--- config.mk ---
export PLATFORM = sky130hd
export DESIGN_NAME = positional_list_engine
export DESIGN_NICKNAME = d
export VERILOG_FILES = /design/src/design/ple_pkg.sv /design/src/design/ple_ram.sv /design/src/design/positional_list_engine.sv
export SDC_FILE = /design/constraint.sdc
export NUM_CORES = 2
export LEC_CHECK = 0
export BUFFER_PORTS_ARGS = -buffer_cell sky130_fd_sc_hd__buf_2
export CORE_ASPECT_RATIO = 1.75
export CORE_UTILIZATION = 60
export DETAILED_ROUTE_END_ITERATION = 8
export GPL_TIMING_DRIVEN = 0
export MAX_ROUTING_LAYER = met4
export PLACE_DENSITY = 0.8
export SYNTH_ARGS = -nofsm -noshare
export SYNTH_HDL_FRONTEND = slang
export SYNTH_SLANG_ARGS = --single-unit
--- constraint.sdc ---
create_clock -name clk -period 7.5 [get_ports clk]
set_input_delay 0.375 -clock clk [delete_from_list [all_inputs] [get_ports clk]]
set_output_delay 0.375 -clock clk [all_outputs]
set_load 0.02 [all_outputs]
--- src/design/ple_pkg.sv ---
`timescale 1ns / 1ps
// Shared types and constants for the positional list engine.
// No dependencies; used by ple_ram users and the top level.
package ple_pkg;

  localparam int CAP     = 64;
  localparam int ADDR_W  = $clog2(CAP);
  localparam int CMD_W   = 4;
  localparam int POS_W   = 8;
  localparam int DATA_W  = 32;
  localparam int STAT_W  = 3;
  localparam int FOUND_W = 7;
  localparam int CNT_W   = 8;

  typedef enum logic [CMD_W-1:0] {
    CMD_INS_FRONT = 4'd0,
    CMD_INS_BACK  = 4'd1,
    CMD_INS_AT    = 4'd2,
    CMD_DEL_FRONT = 4'd3,
    CMD_DEL_BACK  = 4'd4,
    CMD_DEL_AT    = 4'd5,
    CMD_READ      = 4'd6,
    CMD_FIND      = 4'd7,
    CMD_CLEAR     = 4'd8
  } cmd_t;

  typedef enum logic [STAT_W-1:0] {
    ST_OK       = 3'd0,
    ST_BADPOS   = 3'd1,
    ST_FULL     = 3'd2,
    ST_EMPTY    = 3'd3,
    ST_NOTFOUND = 3'd4
  } status_t;

endpackage

--- src/design/ple_ram.sv ---
`timescale 1ns / 1ps
// Generic simple dual-port RAM: one write port, one read port, registered read.
// No dependencies.
module ple_ram #(
  parameter int WIDTH = 32,
  parameter int DEPTH = 64
) (
  input  logic                     clk,
  input  logic                     wr_en,
  input  logic [$clog2(DEPTH)-1:0] wr_addr,
  input  logic [WIDTH-1:0]         wr_data,
  input  logic                     rd_en,
  input  logic [$clog2(DEPTH)-1:0] rd_addr,
  output logic [WIDTH-1:0]         rd_data
);

  logic [WIDTH-1:0] mem [DEPTH];

  always_ff @(posedge clk) begin
    if (wr_en) begin
      mem[wr_addr] <= wr_data;
    end
    if (rd_en) begin
      rd_data <= mem[rd_addr];
    end
  end

endmodule

--- src/design/positional_list_engine.sv ---
`timescale 1ns / 1ps
// Ordered list of up to ple_pkg::CAP signed words in one RAM, one command at a time.
// Errors and clear go straight to the result; read waits on the registered RAM read;
// insert/delete shift the entries behind pos, and find scans entries until a hit or the end.
// Input is stalled until the result is loaded, so a new command waits for the last one to finish.
// Synchronous reset empties the list (count zero); RAM contents are not cleared.
// Depends on ple_pkg and ple_ram.
module positional_list_engine (
  input  logic                          clk,
  input  logic                          rst,
  input  logic                          in_valid,
  output logic                          in_stall,
  input  logic [ple_pkg::CMD_W-1:0]     command,
  input  logic [ple_pkg::POS_W-1:0]     position,
  input  logic signed [ple_pkg::DATA_W-1:0] value,
  output logic                          out_valid,
  input  logic                          out_stall,
  output logic [ple_pkg::STAT_W-1:0]    status,
  output logic signed [ple_pkg::DATA_W-1:0] read_value,
  output logic [ple_pkg::FOUND_W-1:0]   found_position,
  output logic [ple_pkg::CNT_W-1:0]     entry_count
);

  typedef enum logic [2:0] {
    S_IDLE,
    S_INS,
    S_DEL,
    S_RD_ISSUE,
    S_RD_WAIT,
    S_FIND,
    S_RESP
  } state_t;

  state_t                        state;
  logic [ple_pkg::CNT_W-1:0]     count;
  logic [ple_pkg::CNT_W-1:0]     idx;
  logic [ple_pkg::CNT_W-1:0]     pos;
  logic [ple_pkg::DATA_W-1:0]    val;
  logic                          pend;
  logic [ple_pkg::ADDR_W-1:0]    pend_addr;
  ple_pkg::status_t              res_status;
  logic [ple_pkg::DATA_W-1:0]    res_read;
  logic [ple_pkg::FOUND_W-1:0]   res_found;

  logic                          wr_en;
  logic [ple_pkg::ADDR_W-1:0]    wr_addr;
  logic [ple_pkg::DATA_W-1:0]    wr_data;
  logic                          rd_en;
  logic [ple_pkg::ADDR_W-1:0]    rd_addr;
  logic [ple_pkg::DATA_W-1:0]    rd_data;

  logic                          accept;
  logic [ple_pkg::CNT_W-1:0]     count_m1;
  logic [ple_pkg::CNT_W-1:0]     idx_m1;

  assign in_stall = (state != S_IDLE);
  assign accept   = in_valid && !in_stall;
  assign count_m1 = count - ple_pkg::CNT_W'(1);
  assign idx_m1   = idx - ple_pkg::CNT_W'(1);

  ple_ram #(
    .WIDTH (ple_pkg::DATA_W),
    .DEPTH (ple_pkg::CAP)
  ) u_entries (
    .clk     (clk),
    .wr_en   (wr_en),
    .wr_addr (wr_addr),
    .wr_data (wr_data),
    .rd_en   (rd_en),
    .rd_addr (rd_addr),
    .rd_data (rd_data)
  );

  // RAM port control. During a shift, a read issued in one cycle is written back the next,
  // always to a different address than the read in flight.
  always_comb begin
    wr_en   = 1'b0;
    wr_addr = pend_addr;
    wr_data = rd_data;
    rd_en   = 1'b0;
    rd_addr = idx[ple_pkg::ADDR_W-1:0];
    case (state)
      S_INS: begin
        rd_addr = idx_m1[ple_pkg::ADDR_W-1:0];
        if (idx > pos) begin
          rd_en = 1'b1;
        end
        if (pend) begin
          wr_en = 1'b1;
        end else if (idx == pos) begin
          wr_en   = 1'b1;
          wr_addr = pos[ple_pkg::ADDR_W-1:0];
          wr_data = val;
        end
      end
      S_DEL: begin
        rd_en = (idx < count);
        wr_en = pend;
      end
      S_RD_ISSUE: begin
        rd_en   = 1'b1;
        rd_addr = pos[ple_pkg::ADDR_W-1:0];
      end
      S_FIND: begin
        rd_en = (idx < count);
      end
      default: begin
      end
    endcase
  end

  always_ff @(posedge clk) begin
    if (rst) begin
      state     <= S_IDLE;
      count     <= '0;
      pend      <= 1'b0;
      out_valid <= 1'b0;
    end else begin
      // S_RESP owns out_valid in its own cycle
      if (out_valid && !out_stall && state != S_RESP) begin
        out_valid <= 1'b0;
      end
      case (state)
        S_IDLE: begin
          if (accept) begin
            pend       <= 1'b0;
            val        <= value;
            res_status <= ple_pkg::ST_OK;
            res_read   <= '0;
            res_found  <= '0;
            state      <= S_RESP;
            case (ple_pkg::cmd_t'(command))
              ple_pkg::CMD_INS_FRONT, ple_pkg::CMD_INS_BACK, ple_pkg::CMD_INS_AT: begin
                logic [ple_pkg::CNT_W-1:0] p;
                p = (command == ple_pkg::CMD_INS_FRONT) ? '0 :
                    (command == ple_pkg::CMD_INS_BACK)  ? count : position;
                if (p > count) begin
                  res_status <= ple_pkg::ST_BADPOS;
                end else if (count >= ple_pkg::CNT_W'(ple_pkg::CAP)) begin
                  res_status <= ple_pkg::ST_FULL;
                end else begin
                  pos   <= p;
                  idx   <= count;
                  state <= S_INS;
                end
              end
              ple_pkg::CMD_DEL_FRONT, ple_pkg::CMD_DEL_BACK, ple_pkg::CMD_DEL_AT: begin
                logic [ple_pkg::CNT_W-1:0] p;
                p = (command == ple_pkg::CMD_DEL_FRONT) ? '0 :
                    (command == ple_pkg::CMD_DEL_BACK)  ? count_m1 : position;
                if (count == '0) begin
                  res_status <= ple_pkg::ST_EMPTY;
                end else if (p >= count) begin
                  res_status <= ple_pkg::ST_BADPOS;
                end else begin
                  pos   <= p;
                  idx   <= p + ple_pkg::CNT_W'(1);
                  state <= S_DEL;
                end
              end
              ple_pkg::CMD_READ: begin
                if (position < count) begin
                  pos   <= position;
                  state <= S_RD_ISSUE;
                end else begin
                  res_status <= ple_pkg::ST_BADPOS;
                end
              end
              ple_pkg::CMD_FIND: begin
                idx   <= '0;
                state <= S_FIND;
              end
              ple_pkg::CMD_CLEAR: begin
                count <= '0;
              end
              default: begin
              end
            endcase
          end
        end
        // shift up from the tail, then drop the new value in at pos
        S_INS: begin
          if (idx > pos) begin
            pend      <= 1'b1;
            pend_addr <= idx[ple_pkg::ADDR_W-1:0];
            idx       <= idx - ple_pkg::CNT_W'(1);
          end else if (pend) begin
            pend <= 1'b0;
          end else begin
            count <= count + ple_pkg::CNT_W'(1);
            state <= S_RESP;
          end
        end
        // shift down toward pos, one entry per cycle
        S_DEL: begin
          if (idx < count) begin
            pend      <= 1'b1;
            pend_addr <= idx_m1[ple_pkg::ADDR_W-1:0];
            idx       <= idx + ple_pkg::CNT_W'(1);
          end else if (pend) begin
            pend <= 1'b0;
          end else begin
            count <= count_m1;
            state <= S_RESP;
          end
        end
        S_RD_ISSUE: begin
          state <= S_RD_WAIT;
        end
        S_RD_WAIT: begin
          res_read <= rd_data;
          state    <= S_RESP;
        end
        S_FIND: begin
          if (pend && (rd_data == val)) begin
            pend      <= 1'b0;
            res_found <= ple_pkg::FOUND_W'(pend_addr);
            state     <= S_RESP;
          end else if (idx < count) begin
            pend      <= 1'b1;
            pend_addr <= idx[ple_pkg::ADDR_W-1:0];
            idx       <= idx + ple_pkg::CNT_W'(1);
          end else if (pend) begin
            pend <= 1'b0;
          end else begin
            res_status <= ple_pkg::ST_NOTFOUND;
            state      <= S_RESP;
          end
        end
        S_RESP: begin
          if (!out_valid || !out_stall) begin
            out_valid      <= 1'b1;
            status         <= res_status;
            read_value     <= res_read;
            found_position <= res_found;
            entry_count    <= count;
            state          <= S_IDLE;
          end
        end
        default: begin
          state <= S_IDLE;
        end
      endcase
    end
  end

  a_count_bound: assert property (@(posedge clk) disable iff (rst)
    count <= ple_pkg::CNT_W'(ple_pkg::CAP))
    else $error("list count above capacity");

  a_port_collision: assert property (@(posedge clk) disable iff (rst)
    (wr_en && rd_en) |-> (wr_addr != rd_addr))
    else $error("RAM read and write hit the same entry");

  a_pend_scope: assert property (@(posedge clk) disable iff (rst)
    pend |-> (state == S_INS || state == S_DEL || state == S_FIND))
    else $error("pending write-back outside a shift or search");

  a_resp_beat: assert property (@(posedge clk) disable iff (rst)
    (state == S_RESP && (!out_valid || !out_stall)) |=> (out_valid && state == S_IDLE))
    else $error("result beat not loaded");

endmodule
-- After elaboration in Yosys (flattened, before gate mapping)
Memories as Yosys holds them, arrays and structs flattened. A register that Yosys moved wholly into a read port is not among the register bits.
Cells that the tools add are included.
- register bits after elaboration: 159
- latch bits: 0
- RAM bits: 2048
- ROM bits: 0
- input bits: 48
- output and inout port bits: 52
- word-level logic and storage cells: 183
- memories kept: 1
- memory list (memory ; words ; width ; read ports ; clocked after memory_dff ; wr ports ; RTL line ; RTL):
    u_entries.mem ; 64 ; 32 ; 1 ; 1 ; 1 ; ple_ram.sv:17 ; logic [WIDTH-1:0] mem [DEPTH];
- add/subtract/negate cells: 5
- $mul: 0
- div/mod/pow operators: 0
- magnitude comparators: 6
- equality and inequality tests: 41
- shifts and indexed selects: 0
- multiplexer cells: 82
- bitwise logic cells: 1
- reduce and logical (&&, ||, !) cells: 32
- operator list (cell ; count):
    8-bit two-way mux ; 23
    32-bit two-way mux ; 4
    8-bit one-hot mux with 3 select lines ; 3
    32-bit one-hot mux with 2 select lines ; 1
    3-bit two-way mux ; 15
    6-bit two-way mux ; 7
    2-bit != test (second input constant) ; 18
    32-bit equality test ; 1
    8-bit one-hot mux with 4 select lines ; 1
    8-bit by 1-bit adder with 8-bit output (second input constant) ; 3
    3-bit one-hot mux with 7 select lines ; 1
    6-bit one-hot mux with 3 select lines ; 1
    4-bit by 3-bit equality test with 1-bit output (second input constant) ; 4
    8-bit greater-than comparator ; 2
    8-bit less-than comparator ; 2
    8-bit by 1-bit subtractor with 8-bit output (second input constant) ; 2
    3-bit != test (second input constant) ; 5
    7-bit two-way mux ; 2
    7-bit one-hot mux with 2 select lines ; 1
    1-bit two-way mux ; 13
    3-bit one-hot mux with 4 select lines ; 1
    6-bit one-hot mux with 2 select lines ; 1
    3-bit AND reduction ; 4
    6-bit AND reduction ; 2
    other kinds (34) ; 50

-- Logic depth before layout (Yosys ltp)
- depth in word-level cells: 9
- gate-level depth with buffers: 16
- mapped depth without buffers: 15

-- By module
A second synthesis with hierarchy kept.
- cell total of the unflattened synthesis: 4336
- area, all modules: 88376.0 sq um
- modules (own cells, without submodules) (module ; times used ; cells each ; area an instance (sq um) ; sequential area each (sq um)):
    ple_ram ; 1 ; 3511 ; 79359.9 ; 62459.9
    positional_list_engine ; 1 ; 825 ; 9016.1 ; 4584.4

-- Least setup slack after synthesis
Ideal clock, no wire load.
- path type: register -> register
- start point: register state[1]
- end point: register entry_count[0] (netlist name), enable pin
- setup time: 526 ps
- data arrival time: 4634 ps
- required time: 6974 ps
- setup slack: 2340 ps
- stages on the path, launching flop included: 7
- path buffers: 2
- period minus slack after synthesis: 5160 ps
- path through: dfxtp_1 -> buf_2 -> inv_1 -> buf_2 -> nor2_1 -> nand2_1 -> nor3b_1
- word-level cells in the longest chain between the ends: 2
- ends and longest elaborated chain (what ; RTL line ; RTL):
    start: declaration ; positional_list_engine.sv:34 ; state_t state;
    start signal: assignment ; positional_list_engine.sv:114 ; state <= S_IDLE;
    start signal: assignment ; positional_list_engine.sv:131 ; state <= S_RESP;
    start signal: assignment ; positional_list_engine.sv:144 ; state <= S_INS;
    3-bit equality test ; positional_list_engine.sv:123 ; case (state)
    3-bit AND reduction (no source line) ; n/a ;
    end signal: assignment ; positional_list_engine.sv:236 ; entry_count <= count;
    end: declaration ; positional_list_engine.sv:21 ; output logic [ple_pkg::CNT_W-1:0] entry_count
Every way passes these cells.
A chain may end at the register's enable or synchronous reset.

-- Final worst setup path
- start point: register idx[1] (netlist name)
- end point: register u_entries.rd_data[6] (read register of u_entries.mem) (data pin)
- word-level cells in the longest chain between the ends: 3
- elaborated cells on any way between the ends: 6
- classes of those cells: 1 x add/sub; 2 x order compare; 3 x mux
- ends and longest elaborated chain (what ; RTL line ; RTL):
    start: declaration ; positional_list_engine.sv:36 ; logic [ple_pkg::CNT_W-1:0] idx;
    start signal: assignment ; positional_list_engine.sv:143 ; idx <= count;
    start signal: assignment ; positional_list_engine.sv:157 ; idx <= p + ple_pkg::CNT_W'(1);
    start signal: assignment ; positional_list_engine.sv:186 ; idx <= idx - ple_pkg::CNT_W'(1);
    8-bit greater-than comparator ; positional_list_engine.sv:85 ; if (idx > pos) begin
    1-bit two-way mux ; positional_list_engine.sv:85 ;
    1-bit one-hot mux with 3 select lines ; positional_list_engine.sv:82 ; case (state)
    end: declaration ; ple_ram.sv:14 ; output logic [WIDTH-1:0] rd_data
Several ways; a longest one is shown, not always the timed one.

==> results.md <==
* Unrepaired setup endpoints after global routing: false
* Antenna violations before repair at 35
* Post-Syn Instances at about 5,900
* Most frequent cells in the layout: 2,224 x edfxtp_1, 1,007 x nand2_1, 284 x and3_1
* Most used cell, CP: clkbuf_1
* Final Hold Vio Count at 0
* Worst setup EP type: flop
* Run status: finished with violations
* Buf/Inv on CP at 3
* Commonest non-fill, non-tap cell in the layout: edfxtp_1
* Clock Latency Late Sink at between 800 and 900 ps
* Area post-placement at 95,500 um^2
* Final Net Count at 6,449
* Setup CP Type: flop to flop
* Die X at 295 um
* Max Cap Viol at 9
* Syn_nets at ~6,000
* Failing checks: capacitance limit, slew limit
* Crit path max fanout at 10
* Die ar. at approximately 150,000 um^2
* # resized after CTS at 0
* CTS sink count at about 2,200
* Via Count at around 60,000
* Initial Util at roughly three fifths
* Port-buffer cells at 95
* Seq cells post-synth at between 2,000 and 2,500
* Number of enable flip-flop cells after synthesis at approximately 2,200
* Area contributors post-synth: edfxtp_1 74%, nand2_1 4.2%, mux4_2 3.6%
* DRT iter0 DRCs at just under 10,000
* Async set-reset flop share out of synthesis at 0%
* Fill count at between 9,000 and 10,000
* Hold Path Class: primary input to flop
* Num rows at about 190
* Worst Path Required at slightly above 8000 ps
* Post-synthesis cell area at 89,900 um^2
* # DRC at 0
* Average cell area after synthesis at 15.2 um^2
* CTS root buf: clkbuf_16
* Final Cell Area at roughly 100,000 um^2
* Cts bufs inserted at roughly 190
* Die Y-Extent at 514 um
* Clock transition at the registers of the reported paths at roughly 70 ps
* Post-route ant nets at 0
* Final Max Tran Viols at 45
* Main synth FF type: edfxtp_1
* CTS tree: built
* First-pass GRT wire length at about 430,000 um
* Tot GR Track Use at a little over two fifths
* Largest area contributor in the netlist: edfxtp_1
* Largest net degree at the start of global routing at 65
* Sequential cell area at between 60,000 and 70,000 um^2
* Area Growth Syn to Fin at 13.5%
* Number of unique standard cell types used by synthesis at 78
* Part of the cycle the worst path needs at ~87%
* Pwr dens at approximately 330 nW/um^2
* Top delay family on crit path: buffers and inverters
* Static Leak at about 33 nW
* DR vias/cell at between 7 and 8
* GP Congestion at 1.14
* Overflow left after global routing at 0
* Slew at the pin closest to its max-slew limit at about 1900 ps
* CP Data Arrival Time at between 7000 and 8000 ps
* # setup viols final at 0
* VDD IR-drop max at between 0.2 and 0.3 mV
* Worst Clk Skew at 34.4 ps
* Top-area cell type share of the netlist area at 74.3%
* Vias in the first global route at about 58,000
* Critical Path Max Stage Delay at ~1200 ps
* DR pass1 iterations at 9
* Yosys warnings at 0
* Crit path time final at ~6500 ps
* Routed Wire Length at roughly 320,000 um
* Drt wl/cell at 37.3 um
* CP cell instances: inv_1 > ha_1 > nor2_1 > a211o_1 > nand2_1 > clkbuf_1 > clkbuf_1 > a211oi_1 > a31oi_1 > o22ai_1 > nor4_1 > o21a_1
* Share of layout cells above drive strength 1 at 14.5%
* Core Util, Final at slightly below 70%
* Critical path launch point type: flop
* Slowest CP cell: clkbuf_1
* Fmax at between 150 and 200 MHz
* Area of the core at 149,000 um^2
* H-Tree Depth at 4
* Max Buffers Root-to-Sink at 3
* Final setup TNS at 0 ps
* Area occupied by multi-input gates at 21,800 um^2
* Sequential element share of the synthesized area at 74.6%
* Post-detail-place hpwl at 215,000 um
* Max_slew headroom at -24.8%
* I/O Pins at 100
[Yosys cell counts, types with 4 or more instances]
master	number
nor3_1	75
nor4_1	42
a32o_1	4
buf_2	125
o31ai_1	7
a22o_1	10
a22oi_1	15
mux2i_1	12
nand3_1	233
a2111oi_0	4
dfxtp_1	13
mux4_2	142
nand2_1	1007
edfxtp_1	2224
clkbuf_1	247
and3_1	284
o21a_1	31
buf_6	7
xor2_1	33
nand3b_1	5
a21oi_1	112
a21o_1	15
nor2b_1	6
and2_1	38
buf_1	31
mux2_2	92
o221ai_1	7
nor3b_1	5
o22ai_1	145
a31oi_1	236
xnor2_1	19
ha_1	44
o21ai_0	47
nand4_1	19
o211ai_1	7
a311oi_1	64
nor2_1	130
nand2b_1	16
a211oi_1	279
or3_1	4
inv_1	35
a221oi_1	6
buf_4	7
[flip-flops by register name, indices dropped and copies added, names as in the netlist, 6 cells and up]
name and flops:
read_value 32, pos 8, idx 8, count 8
found_position 6, res_read 32, u_entries.mem 2048, entry_count 8
val 32, pend_addr 6, u_entries.rd_data 32, res_found 6
[metrics by stage]
stage / power [mW] / hold WS, ps / std cells / worst slack (ps)
after floorplan: 19.2 / 400 / 5933 / 2340
after global placement: 22.8 / 400 / 8012 / 403
after detailed placement: 23.2 / 405 / 8105 / 1560
after CTS: 32.6 / 13.5 / 8478 / 1480
after global routing: 33.7 / 65.2 / 8504 / 1370
final: 33.3 / 55.9 / 8515 / 979
[where the power goes]
group / internal, mW / total [mW] / leakage (nW) / switching, mW
combinational: 2.22 / 8.82 / 10.5 / 6.60
clock: 5.11 / 9.64 / 2.86 / 4.53
sequential: 14.7 / 14.8 / 20.1 / 0.159
[routing by layer]
| metal | global-route usage (%) | wire length [um] |
|---|---|---|
| met2 | 66.7 | 148000 |
| met5 | - | 0 |
| met1 | 43.8 | 91500 |
| met3 | 13.2 | 37400 |
| met4 | 42.9 | 40400 |
[logic make-up after synthesis]
group / count (synthesis) / synth area share [%]
flops: 2237 / 74.6
simple gates: 1879 / 9.55
compound gates: 1022 / 7.78
buf+inv: 452 / 2.15
mux: 246 / 4.84
xor+xnor: 52 / 0.506
fa+ha+maj: 44 / 0.612
other cells: 1 / 0.00417
[repair_timing]
action / in CTS / in global routing
setup buffers: 0 / 0
hold buffers: 39 / 0
endpoints found under the hold margin: 39 / 0
[final timing paths]
check	from	to	slack [ps]	depth (start not counted)
setup / recovery	idx[1]	u_entries.rd_data[6]	980	12
hold / removal	position[0]	pos[0]	60	3
setup reg to reg	idx[1]	u_entries.rd_data[6]	980	12
hold reg to reg	res_read[21]	read_value[21]	420	0
[final cells by class]
type / count / share of cell area, %
well taps: 1984 / 2.43
flip-flops and latches: 2237 / 65.7
inverters: 35 / 0.129
plain buffers: 417 / 1.77
clock inverters: 110 / 0.961
repair buffers: 236 / 2.85
diodes: 28 / 0.0686
multi-input cells: 3244 / 21.3
clock buffers: 224 / 4.78
[tightest hold or removal path, delay by kind of cell]
family / cells / cell delay, ps
buffers and inverters: 1 / 150
and+or+nand+nor: 1 / 130
AOI/OAI and AO/OA: 1 / 90
Note: power is estimated with default switching activity, not from simulation.
